## src/design/pps_pkg.sv

```systemverilog
`timescale 1ns / 1ps
`default_nettype none
// ----------------------------------------------------------------------------
// pps_pkg
// shared constants, register codes and header offset types of the packet
// payload scrambler
// ----------------------------------------------------------------------------
package pps_pkg;

  // bytes in one packet (range 8 to 32)
  localparam int PACKET_BYTES = 28;

  // byte position and header offsets: offsets reach 18, positions reach 27 (the width holds up to 31)
  localparam int POS_W = 5;
  localparam logic [POS_W-1:0] LAST_POS = POS_W'(PACKET_BYTES - 1);

  localparam logic [7:0] CHAIN_SEED = 8'h23;
  localparam logic [3:0] SHIFT_WRAP = 4'd11;

  localparam int CFG_IDX_W = 2;
  localparam int CFG_DATA_W = 64;

  typedef enum logic [CFG_IDX_W-1:0] {
    CFG_MODE    = 2'd0,
    CFG_NIB_TAB = 2'd1,
    CFG_BYTE_LO = 2'd2,
    CFG_BYTE_HI = 2'd3
  } cfg_idx_t;

  // header layout worked out from the two flag bytes
  typedef struct packed {
    logic             has_addr;  // source address present
    logic             addr_hi;   // address has a second byte
    logic [POS_W-1:0] aoff;      // address low byte position
    logic [POS_W-1:0] tpos;      // timing byte position
    logic [POS_W-1:0] ppos;      // first payload byte position
  } offs_t;

endpackage : pps_pkg
`default_nettype wire

```

## src/design/pps_if.sv

```systemverilog
`timescale 1ns / 1ps
`default_nettype none
// ----------------------------------------------------------------------------
// pps channel interfaces
// valid/ready channels for packet bytes, result bytes and register writes
// ----------------------------------------------------------------------------
interface pps_in_if;
  logic       valid;
  logic       ready;
  logic [7:0] data_byte;
  logic       first;

  modport source (output valid, output data_byte, output first, input ready);
  modport sink   (input valid, input data_byte, input first, output ready);
endinterface : pps_in_if

interface pps_out_if;
  logic       valid;
  logic       ready;
  logic [7:0] out_byte;
  logic       is_payload;
  logic       last;

  modport source (output valid, output out_byte, output is_payload, output last,
                  input ready);
  modport sink   (input valid, input out_byte, input is_payload, input last,
                  output ready);
endinterface : pps_out_if

interface pps_cfg_if;
  logic        valid;
  logic        ready;
  logic [1:0]  index;
  logic [63:0] data;

  modport source (output valid, output index, output data, input ready);
  modport sink   (input valid, input index, input data, output ready);
endinterface : pps_cfg_if
`default_nettype wire

```

## src/design/pps_offsets.sv

```systemverilog
`timescale 1ns / 1ps
`default_nettype none
// ----------------------------------------------------------------------------
// pps_offsets
// decodes source and destination flag bytes into header field positions
// ----------------------------------------------------------------------------
module pps_offsets
  import pps_pkg::*;
(
  input  wire logic [7:0] src_flags,
  input  wire logic [7:0] dst_flags,
  output offs_t           offs
);

  logic [1:0]       st;
  logic [1:0]       dt;
  logic [2:0]       sal;
  logic [2:0]       dal;
  logic [3:0]       dsum;
  logic [POS_W-1:0] hdr;
  logic [POS_W-1:0] tail_t;
  logic [POS_W-1:0] tail_p;

  always_comb begin
    st   = src_flags[1:0];
    dt   = dst_flags[1:0];
    sal  = (st != 2'd0) ? ({1'b0, src_flags[3:2]} + 3'd1) : 3'd0;
    dal  = (dt != 2'd0) ? ({1'b0, dst_flags[3:2]} + 3'd1) : 3'd0;
    dsum = {2'b00, dt} + {1'b0, dal};
    hdr  = POS_W'(st) + POS_W'(sal);

    // destination block adds its length plus one or two extra bytes
    if (dsum != 4'd0) begin
      tail_t = POS_W'(dsum) + POS_W'(1);
      tail_p = POS_W'(dsum) + (dst_flags[4] ? POS_W'(2) : POS_W'(1));
    end else begin
      tail_t = '0;
      tail_p = '0;
    end

    offs.has_addr = (st != 2'd0);
    offs.addr_hi  = (sal >= 3'd2);
    offs.aoff     = POS_W'(st) + POS_W'(1) + POS_W'(src_flags[7]);
    offs.tpos     = hdr + tail_t + POS_W'(1);
    offs.ppos     = hdr + tail_p + POS_W'(2);
  end

endmodule : pps_offsets
`default_nettype wire

```

## src/design/pps_keystream.sv

```systemverilog
`timescale 1ns / 1ps
`default_nettype none
// ----------------------------------------------------------------------------
// pps_keystream
// key byte from the two key tables, timing nibble, address shift and chain
// ----------------------------------------------------------------------------
module pps_keystream (
  input  wire logic [63:0] nib_tab,
  input  wire logic [63:0] btab_lo,
  input  wire logic [63:0] btab_hi,
  input  wire logic [3:0]  timing,
  input  wire logic [3:0]  ash_low,
  input  wire logic [7:0]  chain,
  output logic      [7:0]  key
);

  logic [3:0] nib;
  logic [3:0] idx;
  logic [7:0] tab_byte;

  always_comb begin
    nib      = nib_tab[{timing, 2'b00} +: 4];
    idx      = nib + ash_low;
    tab_byte = idx[3] ? btab_hi[{idx[2:0], 3'b000} +: 8]
                      : btab_lo[{idx[2:0], 3'b000} +: 8];
    key      = tab_byte ^ chain;
  end

endmodule : pps_keystream
`default_nettype wire

```

## src/design/packet_payload_scrambler.sv

```systemverilog
`timescale 1ns / 1ps
`default_nettype none
// ----------------------------------------------------------------------------
// packet_payload_scrambler
// header-aware payload scrambler / descrambler for fixed-length radio packets
// ----------------------------------------------------------------------------
// Takes one packet byte per cycle while the output is not stalled and
// returns one result byte per input byte: the byte is captured in an input
// register, transformed by one pass of combinational logic and held in a
// result register; output ready reaches input ready combinationally. The
// rate is set by the chain byte, which feeds each payload byte's key from
// the previous byte and closes within that single pass.
// Byte 0 (or any byte with first set) starts a new packet. The flag bytes
// locate the source address, timing byte and payload start; header bytes
// come out unchanged and payload bytes are scrambled (mode 1) or
// descrambled (mode 0). After the last byte the position wraps to byte 0.
// Register writes (mode, nibble table, byte table low/high) take effect at
// once and are meant to happen while no item is in flight.
// ----------------------------------------------------------------------------
module packet_payload_scrambler
  import pps_pkg::*;
(
  input  wire logic clk,
  input  wire logic rst_n,
  pps_in_if.sink    in_item,
  pps_out_if.source out_item,
  pps_cfg_if.sink   cfg_wr
);

  // configuration registers
  logic        mode_r;
  logic [63:0] nib_tab_r;
  logic [63:0] btab_lo_r;
  logic [63:0] btab_hi_r;

  // input stage
  logic       in_v_r;
  logic [7:0] in_byte_r;
  logic       in_first_r;

  // result stage
  logic       out_v_r;
  logic [7:0] out_byte_r;
  logic       out_pay_r;
  logic       out_last_r;

  // per-packet state
  logic [POS_W-1:0] pos_r;
  logic [7:0]       sflags_r;
  logic [7:0]       dflags_r;
  logic [15:0]      addr_r;
  logic [3:0]       tn_r;
  logic [3:0]       shcnt_r;
  logic [15:0]      ash_r;
  logic [7:0]       chain_r;

  // next values
  logic [POS_W-1:0] pos_nxt;
  logic [7:0]       sflags_nxt;
  logic [7:0]       dflags_nxt;
  logic [15:0]      addr_nxt;
  logic [3:0]       tn_nxt;
  logic [3:0]       shcnt_nxt;
  logic [15:0]      ash_nxt;
  logic [7:0]       chain_nxt;
  logic [7:0]       res_nxt;
  logic             pay_nxt;
  logic             last_nxt;

  // datapath helpers
  logic             move;
  logic [POS_W-1:0] pos;
  offs_t            offs;
  logic [3:0]       tn_base;
  logic [2:0]       off_ld;
  logic [2:0]       sh_ld;
  logic [3:0]       tn_eff;
  logic [3:0]       sh_eff;
  logic [15:0]      ash_eff;
  logic [7:0]       chain_eff;
  logic [7:0]       key;

  // an item leaves the input stage when the result stage is free or draining
  assign move           = in_v_r && (!out_v_r || out_item.ready);
  assign in_item.ready  = !in_v_r || move;
  assign cfg_wr.ready   = 1'b1;

  assign out_item.valid      = out_v_r;
  assign out_item.out_byte   = out_byte_r;
  assign out_item.is_payload = out_pay_r;
  assign out_item.last       = out_last_r;

  pps_offsets u_offsets (
    .src_flags (sflags_nxt),
    .dst_flags (dflags_nxt),
    .offs      (offs)
  );

  pps_keystream u_keystream (
    .nib_tab (nib_tab_r),
    .btab_lo (btab_lo_r),
    .btab_hi (btab_hi_r),
    .timing  (tn_eff),
    .ash_low (ash_eff[3:0]),
    .chain   (chain_eff),
    .key     (key)
  );

  always_comb begin
    pos = in_first_r ? '0 : pos_r;

    // flag bytes; a new packet clears the per-packet state and seeds the chain
    sflags_nxt = sflags_r;
    dflags_nxt = dflags_r;
    addr_nxt   = addr_r;
    tn_base    = tn_r;
    shcnt_nxt  = shcnt_r;
    ash_nxt    = ash_r;
    chain_nxt  = chain_r;
    if (pos == '0) begin
      sflags_nxt = in_byte_r;
      dflags_nxt = '0;
      addr_nxt   = '0;
      tn_base    = '0;
      shcnt_nxt  = '0;
      ash_nxt    = '0;
      chain_nxt  = CHAIN_SEED;
    end else if (pos == POS_W'(1)) begin
      dflags_nxt = sflags_r[7] ? in_byte_r : 8'h00;
    end

    // header capture; one byte may be both address and timing byte
    if (offs.has_addr && pos == offs.aoff) begin
      addr_nxt[7:0] = in_byte_r;
    end
    if (offs.has_addr && offs.addr_hi && pos == offs.aoff + POS_W'(1)) begin
      addr_nxt[15:8] = in_byte_r;
    end
    tn_nxt = (pos == offs.tpos) ? in_byte_r[3:0] : tn_base;

    // key schedule loads from the address on the first payload byte
    off_ld = {addr_nxt[7], addr_nxt[13], addr_nxt[10]};
    sh_ld  = {addr_nxt[12], addr_nxt[3], addr_nxt[15]};
    if (pos == offs.ppos) begin
      tn_eff    = tn_nxt + {1'b0, off_ld};
      sh_eff    = {1'b0, sh_ld};
      ash_eff   = addr_nxt >> sh_ld;
      chain_eff = CHAIN_SEED;
    end else begin
      tn_eff    = tn_nxt;
      sh_eff    = shcnt_nxt;
      ash_eff   = ash_nxt;
      chain_eff = chain_nxt;
    end

    pay_nxt  = (pos >= offs.ppos);
    last_nxt = (pos == LAST_POS);
    res_nxt  = in_byte_r;

    if (pay_nxt) begin
      if (mode_r) begin
        res_nxt   = in_byte_r + key;
        chain_nxt = res_nxt;
      end else begin
        res_nxt   = in_byte_r - key;
        chain_nxt = in_byte_r;
      end
      tn_nxt = tn_eff + 4'd1;
      // address shift walks down, then reloads from the address
      if (sh_eff <= SHIFT_WRAP) begin
        shcnt_nxt = sh_eff + 4'd1;
        ash_nxt   = ash_eff >> 1;
      end else begin
        shcnt_nxt = '0;
        ash_nxt   = addr_nxt;
      end
    end

    pos_nxt = (pos == LAST_POS) ? '0 : pos + POS_W'(1);
  end

  // control, state and configuration
  always_ff @(posedge clk) begin
    if (!rst_n) begin
      in_v_r    <= 1'b0;
      out_v_r   <= 1'b0;
      pos_r     <= '0;
      sflags_r  <= '0;
      dflags_r  <= '0;
      addr_r    <= '0;
      tn_r      <= '0;
      shcnt_r   <= '0;
      ash_r     <= '0;
      chain_r   <= CHAIN_SEED;
      mode_r    <= 1'b0;
      nib_tab_r <= '0;
      btab_lo_r <= '0;
      btab_hi_r <= '0;
    end else begin
      if (in_item.ready) begin
        in_v_r <= in_item.valid;
      end
      if (move) begin
        out_v_r  <= 1'b1;
        pos_r    <= pos_nxt;
        sflags_r <= sflags_nxt;
        dflags_r <= dflags_nxt;
        addr_r   <= addr_nxt;
        tn_r     <= tn_nxt;
        shcnt_r  <= shcnt_nxt;
        ash_r    <= ash_nxt;
        chain_r  <= chain_nxt;
      end else if (out_item.ready) begin
        out_v_r <= 1'b0;
      end
      if (cfg_wr.valid) begin
        unique case (cfg_idx_t'(cfg_wr.index))
          CFG_MODE:    mode_r    <= cfg_wr.data[0];
          CFG_NIB_TAB: nib_tab_r <= cfg_wr.data;
          CFG_BYTE_LO: btab_lo_r <= cfg_wr.data;
          CFG_BYTE_HI: btab_hi_r <= cfg_wr.data;
          default:     mode_r    <= mode_r;
        endcase
      end
    end
  end

  // payload registers
  always_ff @(posedge clk) begin
    if (in_item.ready && in_item.valid) begin
      in_byte_r  <= in_item.data_byte;
      in_first_r <= in_item.first;
    end
    if (move) begin
      out_byte_r <= res_nxt;
      out_pay_r  <= pay_nxt;
      out_last_r <= last_nxt;
    end
  end

endmodule : packet_payload_scrambler
`default_nettype wire

```

## src/flat_wrapper.sv

```systemverilog
// flat-port wrapper written by rule: the top's interface ports become plain ports
module packet_payload_scrambler_flat import pps_pkg::*;
  (clk, rst_n, in_item_valid, in_item_data_byte, in_item_first, in_item_ready, out_item_valid, out_item_out_byte, out_item_is_payload, out_item_last, out_item_ready, cfg_wr_valid, cfg_wr_index, cfg_wr_data, cfg_wr_ready);
  pps_in_if in_item_i ();
  pps_out_if out_item_i ();
  pps_cfg_if cfg_wr_i ();
  input  wire logic clk;
  input  wire logic rst_n;
  input wire logic [$bits(in_item_i.valid)-1:0] in_item_valid;
  input wire logic [$bits(in_item_i.data_byte)-1:0] in_item_data_byte;
  input wire logic [$bits(in_item_i.first)-1:0] in_item_first;
  output wire logic [$bits(in_item_i.ready)-1:0] in_item_ready;
  output wire logic [$bits(out_item_i.valid)-1:0] out_item_valid;
  output wire logic [$bits(out_item_i.out_byte)-1:0] out_item_out_byte;
  output wire logic [$bits(out_item_i.is_payload)-1:0] out_item_is_payload;
  output wire logic [$bits(out_item_i.last)-1:0] out_item_last;
  input wire logic [$bits(out_item_i.ready)-1:0] out_item_ready;
  input wire logic [$bits(cfg_wr_i.valid)-1:0] cfg_wr_valid;
  input wire logic [$bits(cfg_wr_i.index)-1:0] cfg_wr_index;
  input wire logic [$bits(cfg_wr_i.data)-1:0] cfg_wr_data;
  output wire logic [$bits(cfg_wr_i.ready)-1:0] cfg_wr_ready;
  assign in_item_i.valid = in_item_valid;
  assign in_item_i.data_byte = in_item_data_byte;
  assign in_item_i.first = in_item_first;
  assign in_item_ready = in_item_i.ready;
  assign out_item_valid = out_item_i.valid;
  assign out_item_out_byte = out_item_i.out_byte;
  assign out_item_is_payload = out_item_i.is_payload;
  assign out_item_last = out_item_i.last;
  assign out_item_i.ready = out_item_ready;
  assign cfg_wr_i.valid = cfg_wr_valid;
  assign cfg_wr_i.index = cfg_wr_index;
  assign cfg_wr_i.data = cfg_wr_data;
  assign cfg_wr_ready = cfg_wr_i.ready;
  packet_payload_scrambler u_core (.clk(clk), .rst_n(rst_n), .in_item(in_item_i), .out_item(out_item_i), .cfg_wr(cfg_wr_i));
endmodule
```

## config.mk

```make
export PLATFORM = sky130hd
export DESIGN_NAME = packet_payload_scrambler_flat
export DESIGN_NICKNAME = d
export VERILOG_FILES = /design/src/design/pps_pkg.sv /design/src/design/pps_if.sv /design/src/design/pps_offsets.sv /design/src/design/pps_keystream.sv /design/src/design/packet_payload_scrambler.sv /design/src/flat_wrapper.sv
export SDC_FILE = /design/constraint.sdc
export NUM_CORES = 1
export LEC_CHECK = 0
export ABC_AREA = 1
export BUFFER_PORTS_ARGS = -buffer_cell sky130_fd_sc_hd__buf_4
export CAP_MARGIN = 10
export CORE_UTILIZATION = 50
export CTS_CLUSTER_SIZE = 16
export DETAILED_ROUTE_END_ITERATION = 10
export GPL_TIMING_DRIVEN = 0
export PLACE_DENSITY = 0.77
export RECOVER_POWER = 25
export SLEW_MARGIN = 20
export SYNTH_ARGS = -nofsm -noshare
export SYNTH_HDL_FRONTEND = slang
export SYNTH_SLANG_ARGS = --single-unit
```

## constraint.sdc

```tcl
create_clock -name clk -period 15.9 [get_ports clk]
set_input_delay 0 -clock clk [delete_from_list [all_inputs] [get_ports clk]]
set_output_delay 0 -clock clk [all_outputs]
set_load 0.05 [all_outputs]
```

---- Word-level counts from Yosys, hierarchy flattened ----
Cells that the tools add are included.
word-level totals
  flip-flop bits (word level) ............. 280
  latch bits .............................. 0
  RAM bits ................................ 0
  memory bits (read-only) ................. 0
  bits of input ports ..................... 80
  output and inout port bits .............. 13
  logic and storage cells ................. 112
  memories ................................ 0
operators by class
  add/sub/neg operators ................... 20
  multipliers ............................. 0
  divide/modulo/power cells ............... 0
  magnitude comparators ................... 3
  equality and inequality tests ........... 9
  shift operators ......................... 4
  mux-type cells .......................... 35
  bitwise gates (word level) .............. 1
  reductions and logical operators ........ 20
operator list
  cell                 count
  $shiftx 64x7->8      2
  $mux 16              5
  $mux 8               10
  $shiftx 64x7->4      1
  $mux 5               7
  $mux 4               8
  $shr 16x3->16        1
  $eq 5x5->1           3
  $add 4x1->5 const B  2
  $add 4x5->5          2
  $add 5x1->5 const B  2
  $reduce_and 2->1     5
  $add 2x1->3 const B  3
  $add 2x3->4          2
  $add 4x1->4 const B  2
  $add 8x8->8          1
  $sub 8x8->8          1
  $xor 8x8->8          1
  $mux 3               2
  $reduce_bool 2->1    3
  $add 4x2->5          1
  $add 5x2->5 const B  1
  $eq 5x1->1 const B   1
  $eq 5x4->1           1
  17 further kinds     25

---- Longest topological paths before layout ----
  depth in word-level cells ............... 23
  gate-level depth with buffers ........... 82
  depth with buffers taken out ............ 77

---- Modules after synthesis ----
From an unflattened synthesis, not the netlist that was laid out.
second synthesis, totals
  cells, all modules ...................... 2,439
  area total of the unflattened synthesis .. 16,278.1 um^2
by module, submodules not included
  module                    instances  cells an instance  area an instance (um^2)  sequential area each (um^2)
  packet_payload_scrambler  1          1,857              13,235.2                 5,855.6
  pps_keystream             1          456                2,168.3                  0.0
  pps_offsets               1          126                874.6                    0.0

---- Worst setup path after synthesis ----
No wires, ideal clock.
  path kind ............................... reg2reg
  start ................................... register u_core.in_first_r
  end ..................................... register u_core.out_byte_r[7] (netlist: u_core.out_item.out_byte[7]) (data pin)
  library setup time ...................... 0.263 ns
  arrival time ............................ 10.877 ns
  required time ........................... 15.637 ns
  setup slack ............................. 4.760 ns
  cell stages (with the launch flop) ...... 75
  buffers on the path ..................... 10
  period minus slack after synthesis ...... 11.140 ns
  cells stage by stage .................... edfxtp_1 > inv_2 > nand2_1 > ha_1 > a21boi_1 > nand2_2 > buf_6 > buf_2 > buf_1 > clkbuf_1 > buf_1 > clkbuf_1 > nand3_1 > o31ai_1 > ha_1 > a21boi_0 > fa_1 > inv_1 > [... 39 more ...] > inv_1 > ha_1 > a21oi_1 > nor2_1 > nor2_1 > nor2_1 > nor2_1 > nor2_1 > nor2_1 > nor2_1 > nor2_1 > inv_1 > a21oi_1 > nand3_1 > nand3_1 > o21ai_1 > nand2_1 > o21ai_1
between the ends
  cells in the longest elaborated chain, start to end .. 23
  elaborated cells between the ends (all ways) .. 58
  those cells by class .................... add/sub (17); order compare (2); eq/ne (5); shift (4); mux (22); bitwise (1); reduce/logical (7)
RTL lines
  element                                            line                                                              source
  start, declared                                    packet_payload_scrambler.sv:39                                    logic in_first_r;
  start signal, assigned                             packet_payload_scrambler.sv:232                                   in_first_r <= in_item.first;
  $mux 5 *                                           packet_payload_scrambler.sv:110                                   pos = in_first_r ? '0 : pos_r;
  $eq 5x1->1                                         packet_payload_scrambler.sv:128                                   end else if (pos == POS_W'(1)) begin
  $mux 5                                             packet_payload_scrambler.sv:128
  $mux 5 *                                           packet_payload_scrambler.sv:120                                   if (pos == '0) begin
  named net u_core.dflags_nxt[3]                     packet_payload_scrambler.sv:60                                    logic [7:0] dflags_nxt;
  $add 2x1->3 *                                      pps_offsets.sv:28                                                 dal = (dt != 2'd0) ? ({1'b0, dst_flags[3:2]} + 3'd1) : 3'd0;
  $mux 3 *                                           pps_offsets.sv:28
  $add 2x3->4 *                                      pps_offsets.sv:29                                                 dsum = {2'b00, dt} + {1'b0, dal};
  [... 9 more ...]                                   -
  $add 4x4->4                                        pps_keystream.sv:23                                               idx = nib + ash_low;
  $shiftx 64x7->8, on equally long branches          pps_keystream.sv:25, pps_keystream.sv:24
  $mux 8                                             pps_keystream.sv:24                                               tab_byte = idx[3] ? btab_hi[{idx[2:0], 3'b000} +: 8]
  $xor 8x8->8                                        pps_keystream.sv:26                                               key = tab_byte ^ chain;
  $sub 8x8->8 / $add 8x8->8 (equally long branches)  packet_payload_scrambler.sv:165, packet_payload_scrambler.sv:162
  $mux 8                                             packet_payload_scrambler.sv:161                                   if (mode_r) begin
  $mux 8 *                                           packet_payload_scrambler.sv:160                                   if (pay_nxt) begin
  named net u_core.res_nxt[7]                        packet_payload_scrambler.sv:66                                    logic [7:0] res_nxt;
  end signal, assigned                               packet_payload_scrambler.sv:235                                   out_byte_r <= res_nxt;
  end, declared                                      packet_payload_scrambler.sv:43                                    logic [7:0] out_byte_r;
The timed path passes the listed nets; every way through them passes the cells marked *.
A chain may end at the register's enable or synchronous reset.

---- Worst setup path in the final report ----
Same ends and word-level chain as after synthesis.

==> out/summary.md <==
STA
* setup clock skew after layout: 34.9 ps
* highest achievable clock rate: 66.2 MHz
* Min Clock Period, post-route: 15,100 ps
* Total Negative Setup Slacks: 0 ps
* total count of max-transition violations in the final report: 0
* Worst-Margin Slew: 1120 ps
* unrepaired setup endpoints after global routing: no
* worst hold slack after final layout: 151 ps
* Final Setup Violations: 0
* final worst path period share: 95.0%
* Max-Slew Margin vs Limit: 25.5%
* final hold viol count: 0

Power and ir drop
* Clk pwr share: 16.1%
* Leak: 0.00784 uW
* switching power share of the total: 52.8%
* Pwr per Cell Area: 243 nW/um2
* Internal Pwr Total: 2120 uW
* maximum vdd ir drop: 0.000166 V
* sw power: 2370 uW
* combinational cell fraction of total power: 66.3%
* share of total power in sequential cells: 17.5%

Synthesis
* post-synthesis instance total: 2,230
* flip-flop cell with the highest count after synthesis: dfxtp_1
* number of enable flip-flop cells after synthesis: 19
* count of different cell masters after synthesis: 52
* Yosys warnings: 0
* Syn Nets: 2,373
* summed instance area of the synthesized netlist: 15,500 um2
* sequential fraction of the synthesis area: 37.1%
* number of flip-flops and latches in the synthesized netlist: 277
* fraction of registers with async set or reset after synthesis: 0%
* synthesized area per cell: 6.93 um2

Status
* violated checks: design-rule violations
* result of the run: finished, violations left

Flow run
* maximum capacitance violations: 0

Global route
* first-pass GRT wire length: 86,500 um
* number of global-route vias before repair: 15,900
* global-route congestion overflow total: 0
* global-route usage over all layers: 35.7%
* maximum number of pins on one net before global-route repair: 20
* initial antenna violation count: 0

Clock network
* htree depth: 1
* clock slew at the register clock pins of the worst setup and hold paths: 60 ps
* clock latency on the worst-skew pair: 590 ps
* number of clock sinks seen by CTS: 277
* post-CTS setup buffer count: 0
* worst-case clock buffer depth: 3
* root buffer cell: clkbuf_16
* number of buffers added by the clock tree synthesis step: 30
* CTS tree: done

Setup path
* endpoint of the worst-slack reg-to-reg timing path: u_core.out_item.out_byte[7]$_DFFE_PP_
* Worst Path Buf+Inv: 18
* Slowest cell on crit path: fa_1
* critical-path maximum fanout: 10
* Critical Path Sink Type: flop
* Critical Path Source Type: flop
* reg2reg setup slack: 800 ps
* maximum single-stage delay on the critical path: 620 ps
* most used cell, CP: nor2_1
* CP arrival: 15,380 ps
* path depth of the worst reg2reg path: 72
* data required time of the worst path: 16,180 ps
* Crit Reg-Reg Startpoint: u_core.in_first_r$_DFFE_PP_
* beginning of the critical path: u_core.in_first_r$_DFFE_PP_
* cell family contributing the most delay on the critical path: buffers and inverters
* depth of the critical timing path with buffers and inverters included: 72
* end point of the critical path: u_core.out_item.out_byte[7]$_DFFE_PP_
* WS Path Type: flop to flop

Route
* total routed wirelength: 56,900 um
* wire per inst: 19.9 um
* via-per-instance ratio: 5.90
* vias post-DR: 16,800
* post-route ant nets: 0
* number of design rule violations left after detail routing: 1
* detailed-routing iteration count for the pre-antenna-repair pass: 9
* DRC marker count from the first detailed-route iteration: 1,930

Floorplanning
* die span in y: 178 um
* Placeable Area: 30,500 um2
* cell row count: 64
* initial standard-cell utilization of the core: 50.7%
* die footprint: 31,600 um2
* Chip Width: 178 um
* number of ports placed on the die boundary: 93

Placed design
* hpwl dp: 41,300 um
* total of buffers placed on input and output ports: 90
* placed cell area: 16,600 um2
* final weighted congestion of routability-driven global placement: 1.02

Finish
* Design Area, Final: 18,400 um2
* most frequent cells in the layout: nor2_1 (336), nand2_1 (326), o21ai_0 (301)
* number of antenna cells inserted: 0
* most common library cell in the layout ignoring fill and taps: nor2_1
* final layout net count: 2,577
* synth-to-layout area growth: 19.3%
* share of final-layout standard cells stronger than drive strength 1: 9.11%

Min path
* kind of path behind the tightest hold check: input port to flop

[metrics by stage]
step	setup WS [ps]	power (uW)	std cells	util, %
global route	106	4760	2854	60.4
floorplan	4760	2780	2230	-
CTS	996	4420	2854	60.6
detailed placement	1060	3680	2716	54.5
global placement	1230	3630	2716	54.5
finish	801	4490	2854	60.4
[what timing repair did]
action | in CTS | in global routing
hold buffers | 82 | 0
endpoints found under the hold margin | 204 | 0
resized for setup | 0 | 3
setup endpoints to repair | 0 | 3
[metal layers]
metal  wire length [um]  track usage (%)  part of all wire, %  vias up
li1                   -                -                    -     7848
met1              22500             44.0                   39     7880
met2              26600             61.0                   47      906
met3               4680             4.46                  8.2      200
met4               3190             18.3                  5.6        0
met5                  0                0                    0        -
[cells in the mapped netlist, types with 2 or more instances]
| library cell | count | area share [%] |
|---|---|---|
| fa_1 | 10 | 1.3 |
| o21ai_2 | 12 | 0.68 |
| xnor2_1 | 8 | 0.45 |
| o22ai_1 | 9 | 0.36 |
| nor2_1 | 336 | 8.2 |
| a221oi_1 | 6 | 0.34 |
| ha_1 | 53 | 4.3 |
| xor2_1 | 14 | 0.79 |
| nor2_2 | 2 | 0.081 |
| o21ai_0 | 301 | 9.7 |
| a21oi_1 | 182 | 5.9 |
| o2111ai_1 | 3 | 0.17 |
| nor3_1 | 6 | 0.19 |
| a21boi_0 | 2 | 0.097 |
| o211ai_1 | 17 | 0.83 |
| dfxtp_1 | 258 | 33 |
| clkbuf_1 | 112 | 2.7 |
| or2_2 | 5 | 0.20 |
| buf_6 | 7 | 0.51 |
| nand3_1 | 204 | 6.6 |
| buf_1 | 12 | 0.29 |
| o221ai_1 | 7 | 0.40 |
| a21oi_2 | 2 | 0.11 |
| nand2_1 | 326 | 7.9 |
| edfxtp_1 | 19 | 3.7 |
| buf_2 | 7 | 0.23 |
| xnor2_2 | 6 | 0.63 |
| nor4_1 | 2 | 0.081 |
| inv_2 | 10 | 0.24 |
| o21ai_4 | 2 | 0.21 |
| nand2_4 | 4 | 0.29 |
| a31oi_1 | 13 | 0.53 |
| o21ai_1 | 41 | 1.3 |
| nand3_2 | 9 | 0.58 |
| nand4_1 | 3 | 0.12 |
| nand2_2 | 10 | 0.40 |
| inv_1 | 180 | 4.4 |
| buf_4 | 11 | 0.53 |
| o31ai_1 | 4 | 0.19 |
| o21bai_1 | 2 | 0.097 |
| o311ai_0 | 2 | 0.11 |
[logic make-up after synthesis]
logic type      synth area share [%]
simple gates                    25.0
other cells                   0.0243
compound gates                  21.3
flops                           37.1
buf+inv                         9.04
fa+ha+maj                       5.59
xor+xnor                        1.88
mux                           0.0648
[registers in the layout, indices dropped and copies added, names as in the netlist, 8 cells and up]
signal	cells
u_core.addr_r	16
u_core.ash_r	16
u_core.in_byte_r	8
u_core.nib_tab_r	64
u_core.out_item.out_byte	8
u_core.chain_r	8
u_core.btab_hi_r	64
u_core.btab_lo_r	64
[power by group through the flow]
stage                     Clock, uW  Sequential, uW  Combinational, uW
after floorplan                   0             822               1960
after global placement            0             800               2830
after detailed placement          0             801               2880
after CTS                       726             786               2910
after global routing            752             791               3220
final                           725             787               2980
[worst min-delay path by stage]
stage | end | slack (ps) | from | cells past startpoint
after detailed placement | u_core.in_byte_r[7]$_DFFE_PP_ | 180 | in_item_data_byte[7] | 1
final | u_core.in_byte_r[5]$_DFFE_PP_ | 150 | in_item_data_byte[5] | 2
after floorplan | u_core.in_byte_r[0]$_DFFE_PP_ | 100 | in_item_data_byte[0] | 0
after CTS | u_core.in_byte_r[5]$_DFFE_PP_ | 120 | in_item_data_byte[5] | 2
after global routing | u_core.in_byte_r[5]$_DFFE_PP_ | 170 | in_item_data_byte[5] | 2
after global placement | u_core.in_first_r$_DFFE_PP_ | 180 | in_item_first | 1
[worst reg2reg max path: cells and delay by family, from the launching register on]
family          cells  cell delay (ps)
xor+xnor            2              400
fa+ha+maj          10             3410
flops               1              400
buf+inv            18             4800
simple gates       30             3800
compound gates     12             2020
[final cells by class]
cell class	count	area, um2
Clock buffer	35	800
Multi-Input combinational cell	1612	8330
Sequential cell	277	5740
Fill cell	2818	12100
Tap cell	396	495
Buffer	150	678
Clock inverter	21	229
Timing Repair Buffer	172	1450
Inverter	191	719
(Power assumes the default switching activity.)
